==> config.mk <==
export PLATFORM = sky130hd
export DESIGN_NAME = weighted_neighbor_cluster_vote_core
export DESIGN_NICKNAME = d
export VERILOG_FILES = /design/src/design/wncv_pkg.sv /design/src/design/wncv_front.sv /design/src/design/wncv_queue.sv /design/src/design/wncv_back.sv /design/src/design/weighted_neighbor_cluster_vote_core.sv
export VERILOG_INCLUDE_DIRS = /design/src /design/src/design
export SDC_FILE = /design/constraint.sdc
export NUM_CORES = 2
export LEC_CHECK = 0
export ABC_AREA = 1
export ABC_CLOCK_PERIOD_IN_PS = 8000
export BUFFER_PORTS_ARGS = -buffer_cell sky130_fd_sc_hd__clkbuf_2
export CAP_MARGIN = 10
export CORE_ASPECT_RATIO = 1.2
export CORE_UTILIZATION = 60
export DETAILED_ROUTE_END_ITERATION = 10
export HOLD_SLACK_MARGIN = 0.06
export PLACE_DENSITY = 0.73
export SETUP_SLACK_MARGIN = 0.15
export SLEW_MARGIN = 20
export SYNTH_ARGS = -nofsm -noshare
export SYNTH_HDL_FRONTEND = slang
export SYNTH_SLANG_ARGS = --single-unit
==> constraint.sdc <==
create_clock -name clk -period 8 [get_ports clk]
set_input_delay 1.6 -clock clk [delete_from_list [all_inputs] [get_ports clk]]
set_output_delay 1.6 -clock clk [all_outputs]
set_load 0.005 [all_outputs]
==> src/design/weighted_neighbor_cluster_vote_core_macros.svh <==
// assertion helpers for the vote core queue
`ifndef WEIGHTED_NEIGHBOR_CLUSTER_VOTE_CORE_MACROS_SVH
`define WEIGHTED_NEIGHBOR_CLUSTER_VOTE_CORE_MACROS_SVH

// same-cycle implication, checked outside reset
`define WNCV_ASSERT_NOW(lbl, pre, post) \
    lbl: assert property (@(posedge clk) disable iff (!rst_n) (pre) |-> (post)) \
        else $error("wncv assertion failed");

// next-cycle implication, checked outside reset
`define WNCV_ASSERT_NEXT(lbl, pre, post) \
    lbl: assert property (@(posedge clk) disable iff (!rst_n) (pre) |=> (post)) \
        else $error("wncv assertion failed");

`endif

==> src/design/wncv_pkg.sv <==
`timescale 1ns / 1ps

package wncv_pkg;

    localparam int MAX_NEIGHBORS = 4;
    localparam int MAX_CLUSTERS  = 1024;
    localparam int QUEUE_DEPTH   = 2;

    localparam int CL_W     = 10;
    localparam int DIST_W   = 16;
    localparam int SQ_W     = 2 * DIST_W;
    localparam int WEIGHT_W = 32;
    localparam int TALLY_W  = 34;

    // weight = floor(2^WEIGHT_SHIFT / d^2)
    localparam int WEIGHT_SHIFT = 30;
    localparam int QUO_W        = WEIGHT_SHIFT + 1;
    localparam int BITCNT_W     = $clog2(QUO_W);

    localparam int SLOT_W = (MAX_NEIGHBORS > 1) ? $clog2(MAX_NEIGHBORS) : 1;
    localparam int NF_W   = $clog2(MAX_CLUSTERS + 1);
    localparam int QPTR_W = (QUEUE_DEPTH > 1) ? $clog2(QUEUE_DEPTH) : 1;
    localparam int QCNT_W = $clog2(QUEUE_DEPTH + 1);

    localparam logic [DIST_W-1:0]   MAX_DISTANCE_RESET = DIST_W'(16);
    localparam logic [WEIGHT_W-1:0] WEIGHT_ZERO_DIST   = {WEIGHT_W{1'b1}};
    localparam logic [TALLY_W-1:0]  TALLY_MAX          = {TALLY_W{1'b1}};

    // one classified neighbor handed from front to back
    typedef struct packed {
        logic                qual;
        logic                ends;
        logic [CL_W-1:0]     cluster;
        logic [WEIGHT_W-1:0] weight;
    } vote_entry_t;

endpackage

==> src/design/wncv_front.sv <==
`timescale 1ns / 1ps

module wncv_front
    import wncv_pkg::*;
(
    input  logic              clk,
    input  logic              rst_n,
    input  logic              item_valid,
    output logic              item_stall,
    input  logic              neighbor_valid,
    input  logic [CL_W-1:0]   cluster_id,
    input  logic [DIST_W-1:0] distance,
    input  logic              last,
    input  logic              cfg_valid,
    output logic              cfg_ready,
    input  logic [DIST_W-1:0] cfg_data,
    input  logic              q_full,
    output logic              q_push,
    output vote_entry_t       q_entry
);

    typedef enum logic [1:0] {
        ST_IDLE,
        ST_MUL,
        ST_DIV,
        ST_PUSH
    } front_state_t;

    front_state_t         state_reg;
    logic [DIST_W-1:0]    max_distance_reg;
    logic [DIST_W-1:0]    dist_reg;
    logic [SQ_W-1:0]      sq_reg;
    logic [SQ_W-1:0]      rem_reg;
    logic [QUO_W-1:0]     quo_reg;
    logic [BITCNT_W-1:0]  bit_cnt_reg;
    vote_entry_t          entry_reg;

    logic                 accept;
    logic                 qualifies;
    logic [SQ_W:0]        shifted;
    logic                 sub_ok;
    logic [SQ_W:0]        rem_diff;

    assign cfg_ready  = 1'b1;
    assign item_stall = (state_reg != ST_IDLE);
    assign accept     = item_valid && !item_stall;
    assign qualifies  = neighbor_valid && (distance < max_distance_reg);

    // restoring step: the dividend is a single one at bit WEIGHT_SHIFT
    assign shifted  = {rem_reg, (bit_cnt_reg == BITCNT_W'(WEIGHT_SHIFT))};
    assign sub_ok   = (shifted >= {1'b0, sq_reg});
    assign rem_diff = shifted - {1'b0, sq_reg};

    assign q_push  = (state_reg == ST_PUSH) && !q_full;
    assign q_entry = entry_reg;

    always_ff @(posedge clk or negedge rst_n)
    begin
        if (!rst_n)
        begin
            state_reg        <= ST_IDLE;
            max_distance_reg <= MAX_DISTANCE_RESET;
            dist_reg         <= '0;
            sq_reg           <= '0;
            rem_reg          <= '0;
            quo_reg          <= '0;
            bit_cnt_reg      <= '0;
            entry_reg        <= '0;
        end
        else
        begin
            if (cfg_valid && cfg_ready)
            begin
                max_distance_reg <= cfg_data;
            end
            case (state_reg)
                ST_IDLE:
                begin
                    if (accept)
                    begin
                        entry_reg.qual    <= qualifies;
                        entry_reg.ends    <= !neighbor_valid || last;
                        entry_reg.cluster <= cluster_id;
                        entry_reg.weight  <= WEIGHT_ZERO_DIST;
                        dist_reg          <= distance;
                        if (qualifies && (distance != '0))
                        begin
                            state_reg <= ST_MUL;
                        end
                        else
                        begin
                            state_reg <= ST_PUSH;
                        end
                    end
                end
                ST_MUL:
                begin
                    sq_reg      <= dist_reg * dist_reg;
                    rem_reg     <= '0;
                    quo_reg     <= '0;
                    bit_cnt_reg <= BITCNT_W'(QUO_W - 1);
                    state_reg   <= ST_DIV;
                end
                ST_DIV:
                begin
                    if (sub_ok)
                    begin
                        rem_reg <= rem_diff[SQ_W-1:0];
                    end
                    else
                    begin
                        rem_reg <= shifted[SQ_W-1:0];
                    end
                    quo_reg <= {quo_reg[QUO_W-2:0], sub_ok};
                    if (bit_cnt_reg == '0)
                    begin
                        entry_reg.weight <= WEIGHT_W'({quo_reg[QUO_W-2:0], sub_ok});
                        state_reg        <= ST_PUSH;
                    end
                    else
                    begin
                        bit_cnt_reg <= bit_cnt_reg - BITCNT_W'(1);
                    end
                end
                ST_PUSH:
                begin
                    if (!q_full)
                    begin
                        state_reg <= ST_IDLE;
                    end
                end
                default:
                begin
                    state_reg <= ST_IDLE;
                end
            endcase
        end
    end

endmodule

==> src/design/wncv_queue.sv <==
`timescale 1ns / 1ps
`include "weighted_neighbor_cluster_vote_core_macros.svh"

module wncv_queue
    import wncv_pkg::*;
(
    input  logic        clk,
    input  logic        rst_n,
    input  logic        push,
    input  vote_entry_t push_entry,
    output logic        full,
    input  logic        pop,
    output logic        head_valid,
    output vote_entry_t head_entry
);

    vote_entry_t         slots_reg [QUEUE_DEPTH];
    logic [QPTR_W-1:0]   wr_ptr_reg;
    logic [QPTR_W-1:0]   rd_ptr_reg;
    logic [QCNT_W-1:0]   count_reg;
    logic [QCNT_W-1:0]   count_next;

    assign full       = (count_reg == QCNT_W'(QUEUE_DEPTH));
    assign head_valid = (count_reg != '0);
    assign head_entry = slots_reg[rd_ptr_reg];

    always_comb
    begin
        count_next = count_reg;
        if (push && !pop)
        begin
            count_next = count_reg + QCNT_W'(1);
        end
        else if (pop && !push)
        begin
            count_next = count_reg - QCNT_W'(1);
        end
    end

    always_ff @(posedge clk or negedge rst_n)
    begin
        if (!rst_n)
        begin
            wr_ptr_reg <= '0;
            rd_ptr_reg <= '0;
            count_reg  <= '0;
        end
        else
        begin
            count_reg <= count_next;
            if (push)
            begin
                slots_reg[wr_ptr_reg] <= push_entry;
                if (wr_ptr_reg == QPTR_W'(QUEUE_DEPTH - 1))
                begin
                    wr_ptr_reg <= '0;
                end
                else
                begin
                    wr_ptr_reg <= wr_ptr_reg + QPTR_W'(1);
                end
            end
            if (pop)
            begin
                if (rd_ptr_reg == QPTR_W'(QUEUE_DEPTH - 1))
                begin
                    rd_ptr_reg <= '0;
                end
                else
                begin
                    rd_ptr_reg <= rd_ptr_reg + QPTR_W'(1);
                end
            end
        end
    end

    `WNCV_ASSERT_NOW(a_no_push_when_full, push, !full)
    `WNCV_ASSERT_NOW(a_no_pop_when_empty, pop, head_valid)
    `WNCV_ASSERT_NEXT(a_push_fills, push && !pop, count_reg != '0)

endmodule

==> src/design/wncv_back.sv <==
`timescale 1ns / 1ps

module wncv_back
    import wncv_pkg::*;
(
    input  logic            clk,
    input  logic            rst_n,
    input  logic            head_valid,
    input  vote_entry_t     head_entry,
    output logic            pop,
    output logic            result_valid,
    input  logic            result_stall,
    output logic [CL_W-1:0] chosen_cluster,
    output logic            is_new,
    output logic            out_of_clusters
);

    typedef enum logic [1:0] {
        ST_IDLE,
        ST_LOOK,
        ST_UPD,
        ST_DECIDE
    } back_state_t;

    back_state_t          state_reg;
    vote_entry_t          ent_reg;
    logic                 used_reg    [MAX_NEIGHBORS];
    logic [CL_W-1:0]      tcl_reg     [MAX_NEIGHBORS];
    logic [TALLY_W-1:0]   tw_reg      [MAX_NEIGHBORS];
    logic [TALLY_W-1:0]   best_weight_reg;
    logic [CL_W-1:0]      best_cluster_reg;
    logic                 best_found_reg;
    logic [NF_W-1:0]      next_free_reg;
    logic                 slot_ok_reg;
    logic [SLOT_W-1:0]    slot_reg;
    logic [TALLY_W-1:0]   sum_reg;
    logic                 res_valid_reg;
    logic [CL_W-1:0]      res_cluster_reg;
    logic                 res_new_reg;
    logic                 res_full_reg;

    logic                 hit_found;
    logic [SLOT_W-1:0]    hit_idx;
    logic                 free_found;
    logic [SLOT_W-1:0]    free_idx;
    logic [TALLY_W-1:0]   base;
    logic [TALLY_W:0]     sum_wide;
    logic                 better;

    assign pop             = (state_reg == ST_IDLE) && head_valid;
    assign result_valid    = res_valid_reg;
    assign chosen_cluster  = res_cluster_reg;
    assign is_new          = res_new_reg;
    assign out_of_clusters = res_full_reg;

    // first matching slot, else first unused slot
    always_comb
    begin
        hit_found  = 1'b0;
        hit_idx    = '0;
        free_found = 1'b0;
        free_idx   = '0;
        for (int i = 0; i < MAX_NEIGHBORS; i++)
        begin
            if (used_reg[i] && (tcl_reg[i] == ent_reg.cluster) && !hit_found)
            begin
                hit_found = 1'b1;
                hit_idx   = SLOT_W'(i);
            end
            if (!used_reg[i] && !free_found)
            begin
                free_found = 1'b1;
                free_idx   = SLOT_W'(i);
            end
        end
    end

    assign base     = hit_found ? tw_reg[hit_idx] : '0;
    assign sum_wide = {1'b0, base} + (TALLY_W + 1)'(ent_reg.weight);
    assign better   = !best_found_reg || (sum_reg > best_weight_reg) ||
                      ((sum_reg == best_weight_reg) && (ent_reg.cluster > best_cluster_reg));

    always_ff @(posedge clk or negedge rst_n)
    begin
        if (!rst_n)
        begin
            state_reg        <= ST_IDLE;
            ent_reg          <= '0;
            for (int i = 0; i < MAX_NEIGHBORS; i++)
            begin
                used_reg[i] <= 1'b0;
                tcl_reg[i]  <= '0;
                tw_reg[i]   <= '0;
            end
            best_weight_reg  <= '0;
            best_cluster_reg <= '0;
            best_found_reg   <= 1'b0;
            next_free_reg    <= '0;
            slot_ok_reg      <= 1'b0;
            slot_reg         <= '0;
            sum_reg          <= '0;
            res_valid_reg    <= 1'b0;
            res_cluster_reg  <= '0;
            res_new_reg      <= 1'b0;
            res_full_reg     <= 1'b0;
        end
        else
        begin
            if (res_valid_reg && !result_stall)
            begin
                res_valid_reg <= 1'b0;
            end
            case (state_reg)
                ST_IDLE:
                begin
                    if (head_valid)
                    begin
                        ent_reg <= head_entry;
                        if (head_entry.qual)
                        begin
                            state_reg <= ST_LOOK;
                        end
                        else if (head_entry.ends)
                        begin
                            state_reg <= ST_DECIDE;
                        end
                    end
                end
                ST_LOOK:
                begin
                    slot_ok_reg <= hit_found || free_found;
                    slot_reg    <= hit_found ? hit_idx : free_idx;
                    sum_reg     <= sum_wide[TALLY_W] ? TALLY_MAX : sum_wide[TALLY_W-1:0];
                    state_reg   <= ST_UPD;
                end
                ST_UPD:
                begin
                    // a full table drops a neighbor of an unseen cluster
                    if (slot_ok_reg)
                    begin
                        used_reg[slot_reg] <= 1'b1;
                        tcl_reg[slot_reg]  <= ent_reg.cluster;
                        tw_reg[slot_reg]   <= sum_reg;
                        if (better)
                        begin
                            best_weight_reg  <= sum_reg;
                            best_cluster_reg <= ent_reg.cluster;
                            best_found_reg   <= 1'b1;
                        end
                    end
                    state_reg <= ent_reg.ends ? ST_DECIDE : ST_IDLE;
                end
                ST_DECIDE:
                begin
                    if (!res_valid_reg)
                    begin
                        res_valid_reg <= 1'b1;
                        if (best_found_reg)
                        begin
                            res_cluster_reg <= best_cluster_reg;
                            res_new_reg     <= 1'b0;
                            res_full_reg    <= 1'b0;
                        end
                        else if (next_free_reg < NF_W'(MAX_CLUSTERS))
                        begin
                            res_cluster_reg <= next_free_reg[CL_W-1:0];
                            res_new_reg     <= 1'b1;
                            res_full_reg    <= 1'b0;
                            next_free_reg   <= next_free_reg + NF_W'(1);
                        end
                        else
                        begin
                            res_cluster_reg <= CL_W'(MAX_CLUSTERS - 1);
                            res_new_reg     <= 1'b0;
                            res_full_reg    <= 1'b1;
                        end
                        for (int i = 0; i < MAX_NEIGHBORS; i++)
                        begin
                            used_reg[i] <= 1'b0;
                        end
                        best_found_reg <= 1'b0;
                        state_reg      <= ST_IDLE;
                    end
                end
                default:
                begin
                    state_reg <= ST_IDLE;
                end
            endcase
        end
    end

endmodule

==> src/design/weighted_neighbor_cluster_vote_core.sv <==
`timescale 1ns / 1ps
// channel   handshake             payload
// item      item_valid/stall      neighbor_valid, cluster_id, distance, last
// result    result_valid/stall    chosen_cluster, is_new, out_of_clusters
// cfg       cfg_valid/ready       cfg_data (max_distance)
//
// a qualifying neighbor with nonzero distance holds the front through its states:
// the accept, a squaring step, 31 steps of the bit-serial divider, then the push
// other neighbors go straight from the accept to the push
// reset leaves max_distance at 16, empty tallies and the id counter at 0
// result_stall holds the back, the short queue then fills and stalls the front

module weighted_neighbor_cluster_vote_core
    import wncv_pkg::*;
(
    input  logic              clk,
    input  logic              rst_n,
    input  logic              item_valid,
    output logic              item_stall,
    input  logic              neighbor_valid,
    input  logic [CL_W-1:0]   cluster_id,
    input  logic [DIST_W-1:0] distance,
    input  logic              last,
    input  logic              cfg_valid,
    output logic              cfg_ready,
    input  logic [DIST_W-1:0] cfg_data,
    output logic              result_valid,
    input  logic              result_stall,
    output logic [CL_W-1:0]   chosen_cluster,
    output logic              is_new,
    output logic              out_of_clusters
);

    logic        q_full;
    logic        q_push;
    vote_entry_t q_entry;
    logic        q_pop;
    logic        q_head_valid;
    vote_entry_t q_head;

    wncv_front u_front (
        .clk            (clk),
        .rst_n          (rst_n),
        .item_valid     (item_valid),
        .item_stall     (item_stall),
        .neighbor_valid (neighbor_valid),
        .cluster_id     (cluster_id),
        .distance       (distance),
        .last           (last),
        .cfg_valid      (cfg_valid),
        .cfg_ready      (cfg_ready),
        .cfg_data       (cfg_data),
        .q_full         (q_full),
        .q_push         (q_push),
        .q_entry        (q_entry)
    );

    wncv_queue u_queue (
        .clk        (clk),
        .rst_n      (rst_n),
        .push       (q_push),
        .push_entry (q_entry),
        .full       (q_full),
        .pop        (q_pop),
        .head_valid (q_head_valid),
        .head_entry (q_head)
    );

    wncv_back u_back (
        .clk             (clk),
        .rst_n           (rst_n),
        .head_valid      (q_head_valid),
        .head_entry      (q_head),
        .pop             (q_pop),
        .result_valid    (result_valid),
        .result_stall    (result_stall),
        .chosen_cluster  (chosen_cluster),
        .is_new          (is_new),
        .out_of_clusters (out_of_clusters)
    );

endmodule

-- Yosys cells after proc, flatten, opt, wreduce, memory -nomap -nowiden
Memory sizes are Yosys's and may differ from the RTL's.
Cells that the tools add are included.
- bitwise operators: 5
- reduce and logical (&&, ||, !) cells: 62
- mux-type cells: 69
- multiply operators: 1
- add/subtract/negate cells: 8
- equality and inequality tests: 22
- magnitude comparators: 8
- operators by type and width (operator ; count):
    $mux W34 ; 5
    $bwmux W136 ; 1
    $pmux W32 S2 ; 2
    $mux W32 ; 3
    $bmux W34 S2 ; 1
    $demux W34 S2 ; 1
    $pmux W30 S2 ; 1
    $bwmux W40 ; 1
    $eq A10 B10 Y1 ; 4
    $add A34 B32 Y35 ; 1
    $eq A34 B34 Y1 ; 1
    $gt A34 B34 Y1 ; 1
    $ge A33 B32 Y1 ; 1
    $mul A16 B16 Y32 ; 1
    $mux W2 ; 16
    $sub A32 B32 Y32 ; 1
    $mux W10 ; 3
    $mux W1 ; 25
    $logic_and A1 B1 Y1 ; 21
    $demux W10 S2 ; 1
    $lt A16 B16 Y1 ; 1
    $pmux W2 S4 ; 2
    $reduce_bool A16 Y1 ; 1
    $logic_not A1 Y1 ; 15
    31 further kinds ; 65
- RAM bits: 88
- output and inout bits: 15
- input bits: 49
- word-level logic and storage cells: 217
- register bits: 512
- memories kept: 1
- memories (name ; depth ; width ; rd ports ; clocked after memory_dff ; write ports ; RTL line ; text):
    u_queue.slots_reg ; 2 ; 44 ; 1 ; 0 ; 1 ; wncv_queue.sv:17 ; vote_entry_t slots_reg [QUEUE_DEPTH];

-- Logic depth before layout (Yosys ltp)
- depth in word-level cells: 19
- gate-level depth with buffers: 33
- mapped depth without buffers: 31

-- By module
From an unflattened synthesis, not the netlist that was laid out.
- cells, all modules: 4711
- area total of the unflattened synthesis: 38823.5 µm²
- modules (own cells, without submodules) (module ; seq. area each (µm²) ; cells each ; times used ; area an instance (µm²)):
    wncv_front ; 4405.5 ; 2470 ; 1 ; 18124.9
    wncv_back ; 8282.9 ; 2079 ; 1 ; 17116.4
    wncv_queue ; 2742.6 ; 162 ; 1 ; 3582.2

-- Least setup slack after synthesis
No wires, ideal clock.
- path kind: register to register
- start: register u_front.dist_reg[4]
- end: register u_front.sq_reg[26]
- cell stages (with the launch flop): 23
- clock period less this slack: 5.827 ns
- data required time: 7.917 ns
- path buffers: 2
- arrival time: 5.744 ns
- setup time: 0.083 ns
- slack: 2.173 ns
- cell sequence: dfrtp_1 > clkbuf_1 > clkbuf_1 > nand2_1 > fa_1 > inv_1 > fa_1 > fa_1 > fa_1 > fa_1 > inv_1 > fa_1 > inv_1 > ha_1 > nand2_1 > nor2_1 > nor3b_1 > nand4_1 > nand3_1 > a21o_1 > a21oi_1 > xor2_1 > o21ai_0
- cells in the longest elaborated chain, start to end: 1
- ends and longest elaborated chain (item ; RTL line ; text):
    from (decl) ; wncv_front.sv:31 ; logic [DIST_W-1:0] dist_reg;
    from (signal assigned) ; wncv_front.sv:85 ; dist_reg <= distance;
    $mul A16 B16 Y32 ; wncv_front.sv:98 ; sq_reg <= dist_reg * dist_reg;
    to (signal assigned) ; wncv_front.sv:98 ;
    to (decl) ; wncv_front.sv:32 ; logic [SQ_W-1:0] sq_reg;
No other way between the ends.
A chain may end at the register's enable or synchronous reset.

-- Final worst setup path
- start: register u_front.dist_reg[7]
- end: register u_front.sq_reg[27]
Same word-level chain as after synthesis.

==> run summary <==
Outcome - finished clean
Clock Tree Buf Depth - 3
Via count - 29370
Port Buf Inserts - 62
Final setup fails - 0
Num rows - 100
CP cell instances - nand2_1 > fa_1 > inv_1 > fa_1 > fa_1 > fa_1 > fa_1 > inv_1 > fa_1 > inv_1 > ha_1 > nand2_1 > nor2_1 > nor3b_1 > nand4_1 > nand3_1 > a21o_1 > a21oi_1 > xor2_1 > o21ai_0
HP Class - flip-flop to flip-flop
Layout area overhead - 7.708%
Synthesized Nets - 4976
Detail Placement HPWL - 65.39 mm
Fmax - 0.1591 GHz
First-pass GRT wire length - 147.8 mm
Die H - 276.3 µm
Core Footprint - 62060 µm²
CP most frequent cell - fa_1
Hold path startpoint - u_front.q_entry[41]$_DFFE_PN0P_
Fin Clk Skew - 0.03695 ns
Hold Vio Cnt, Final - 0
Die ar. - 63720 µm²
Async S/R FF share, synth - 0.8531
Cell variety after synth - 59
Share of layout cells above drive strength 1 - 0.05510
Starting Density - 0.6063
Die width - 230.6 µm
Synth Cell Area - 37630 µm²
Setup slack, reg-to-reg - 1.71 ns
Antenna violations before repair - 0
RSZ-0062 raised after global routing - false
Gp weighted congestion - 0.9560
Worst-Skew Late Latency - 0.63 ns
Synthesized instance count - 4528
Largest net degree at the start of global routing - 168
Slew Limit Fails - 0
Post-synth EDFFs - 88
Max reg flops - 136
CTS root buffer - clkbuf_16
Worst slew pin tran - 1.047 ns
Clk sinks - 599
Crit path largest cell delay - 0.78 ns
Worst EP required - 8.54 ns
Commonest cells after routing, fill and taps aside - 1045 x nand2_1, 708 x inv_1, 510 x dfrtp_1
Origin of the worst setup path - u_front.dist_reg[7]$_DFFE_PN0P_
Slowest-stage cell, CP - dfrtp_1
Synth Flop Type - dfrtp_1
# nets final - 4938
Crit path DAT - 6.83 ns
Max-slew headroom - 0.3017
Yosys reg bits - 599
Post-cts sizing count - 0
H-tree depth - 2
N_diodes - 0
Setup CP Type - flip-flop to flip-flop
# hold bufs at CTS - 0
Delay-heaviest family, CP - adder cells
Vias per cell - 5.487
Clock transition at the registers of the reported paths - 0.07 ns
Critical Path Fanout Max - 16
CTS tree - built
DR pass1 iterations - 5
Max-cap violation count - 0
Post-DRT Antenna Nets - 0
Vias in the first global route - 29430
Commonest non-fill, non-tap cell in the layout - nand2_1
Routed Wire Length - 88.75 mm
Final min period - 6.285 ns
Layout filler cell count - 5300
Crit. End Element - flip-flop
Num CTS Buffers - 60
R2R Path Start - u_front.dist_reg[7]$_DFFE_PN0P_
Global Route Usage Sum - 0.2875
Congestion Overflow GR - 0
Buf/Inv on CP - 3
Sequential fraction of the synthesis area - 0.4101
Ys Warns - 0
Postcts setup bufs - 0
Average wire per standard cell - 16.58 µm
Tcrit/Tclk final - 0.7857
Syn Area/Cell - 8.310 µm²
DRC viols - 0
Iter 0 DRT Violations - 2075
Worst setup SP type - flip-flop
I/O Pins - 64
Setup TNS - 0 ns
[kinds of logic after synthesis]
logic type               synth area share
other                          0.00009966
XOR/XNOR                          0.02258
multiplexers                    0.0002993
adder cells (fa/ha/maj)            0.1656
buffers and inverters             0.09424
AO/OA/AOI/OAI                      0.1347
AND/OR/NAND/NOR                    0.1723
flip-flops                         0.4101
[synth_stat cells, drive strengths merged, types with 7 or more instances]
cell type / n / area, µm²
nand2: 1050 / 3961
inv: 719 / 2704
dfrtp: 510 / 12760
o21ai: 469 / 2351
nor2: 289 / 1095
a21oi: 237 / 1197
ha: 234 / 2928
fa: 165 / 3303
clkbuf: 147 / 551.8
nand3: 142 / 715.7
a31oi: 95 / 594.3
edfxtp: 88 / 2643
xor2: 61 / 534.3
buf: 45 / 279.0
o211ai: 40 / 300.3
nand4: 37 / 246.5
xnor2: 36 / 315.3
nor3: 30 / 150.1
or2: 20 / 125.1
a21o: 16 / 120.1
o21bai: 16 / 123.9
o31ai: 16 / 120.1
nor4: 12 / 81.33
nand3b: 7 / 52.55
o221ai: 7 / 61.31
[metrics by stage]
step | setup slack (ns) | area [µm²] | hold slack, ns | utilization | instances
CTS | 1.726 | 40510 | 0.4606 | 0.6528 | 5353
floorplan | 2.173 | 37630 | 0.4416 | - | 4528
detailed placement | 1.729 | 38480 | 0.4521 | 0.6200 | 5244
global placement | 1.876 | 38480 | 0.4495 | 0.6200 | 5244
finish | 1.715 | 40530 | 0.4629 | 0.6530 | 5353
global route | 1.225 | 40530 | 0.4789 | 0.6530 | 5353
[path summary, 6_finish.rpt]
path,to,cells after the start
max,u_front.sq_reg[27]$_DFFE_PN0P_,20
min,u_queue.slots_reg[0][41]$_DFFE_PP_,0
max reg2reg,u_front.sq_reg[27]$_DFFE_PN0P_,20
min reg2reg,u_queue.slots_reg[0][41]$_DFFE_PP_,0
max in group asynchronous,u_back.tw_reg[47]$_DFFE_PN0P_,2
min in group asynchronous,u_back.next_free_reg[5]$_DFFE_PN0P_,1
[area by class of cell]
class | instances | area [µm²] | area share
repair buffers | 92 | 586.8 | 0.01448
clock buffers | 78 | 1680 | 0.04146
clock inverters | 31 | 352.8 | 0.008706
inverters | 722 | 2716 | 0.06703
flip-flops and latches | 599 | 15430 | 0.3808
well taps | 816 | 1021 | 0.02519
multi-input cells | 3015 | 18740 | 0.4624
[per-layer routing]
metal / GRT usage / vias up / wire length, µm
met5: 0 / - / 0
met2: 0.5005 / 557 / 44600
li1: - / 14480 / -
met4: 0.1404 / 0 / 4497
met3: 0.02836 / 228 / 2934
met1: 0.3571 / 14110 / 36720
Power is left out: the tool's default activity adds up to more than one toggle a clock period on the data nets, which glitch-free logic cannot reach.
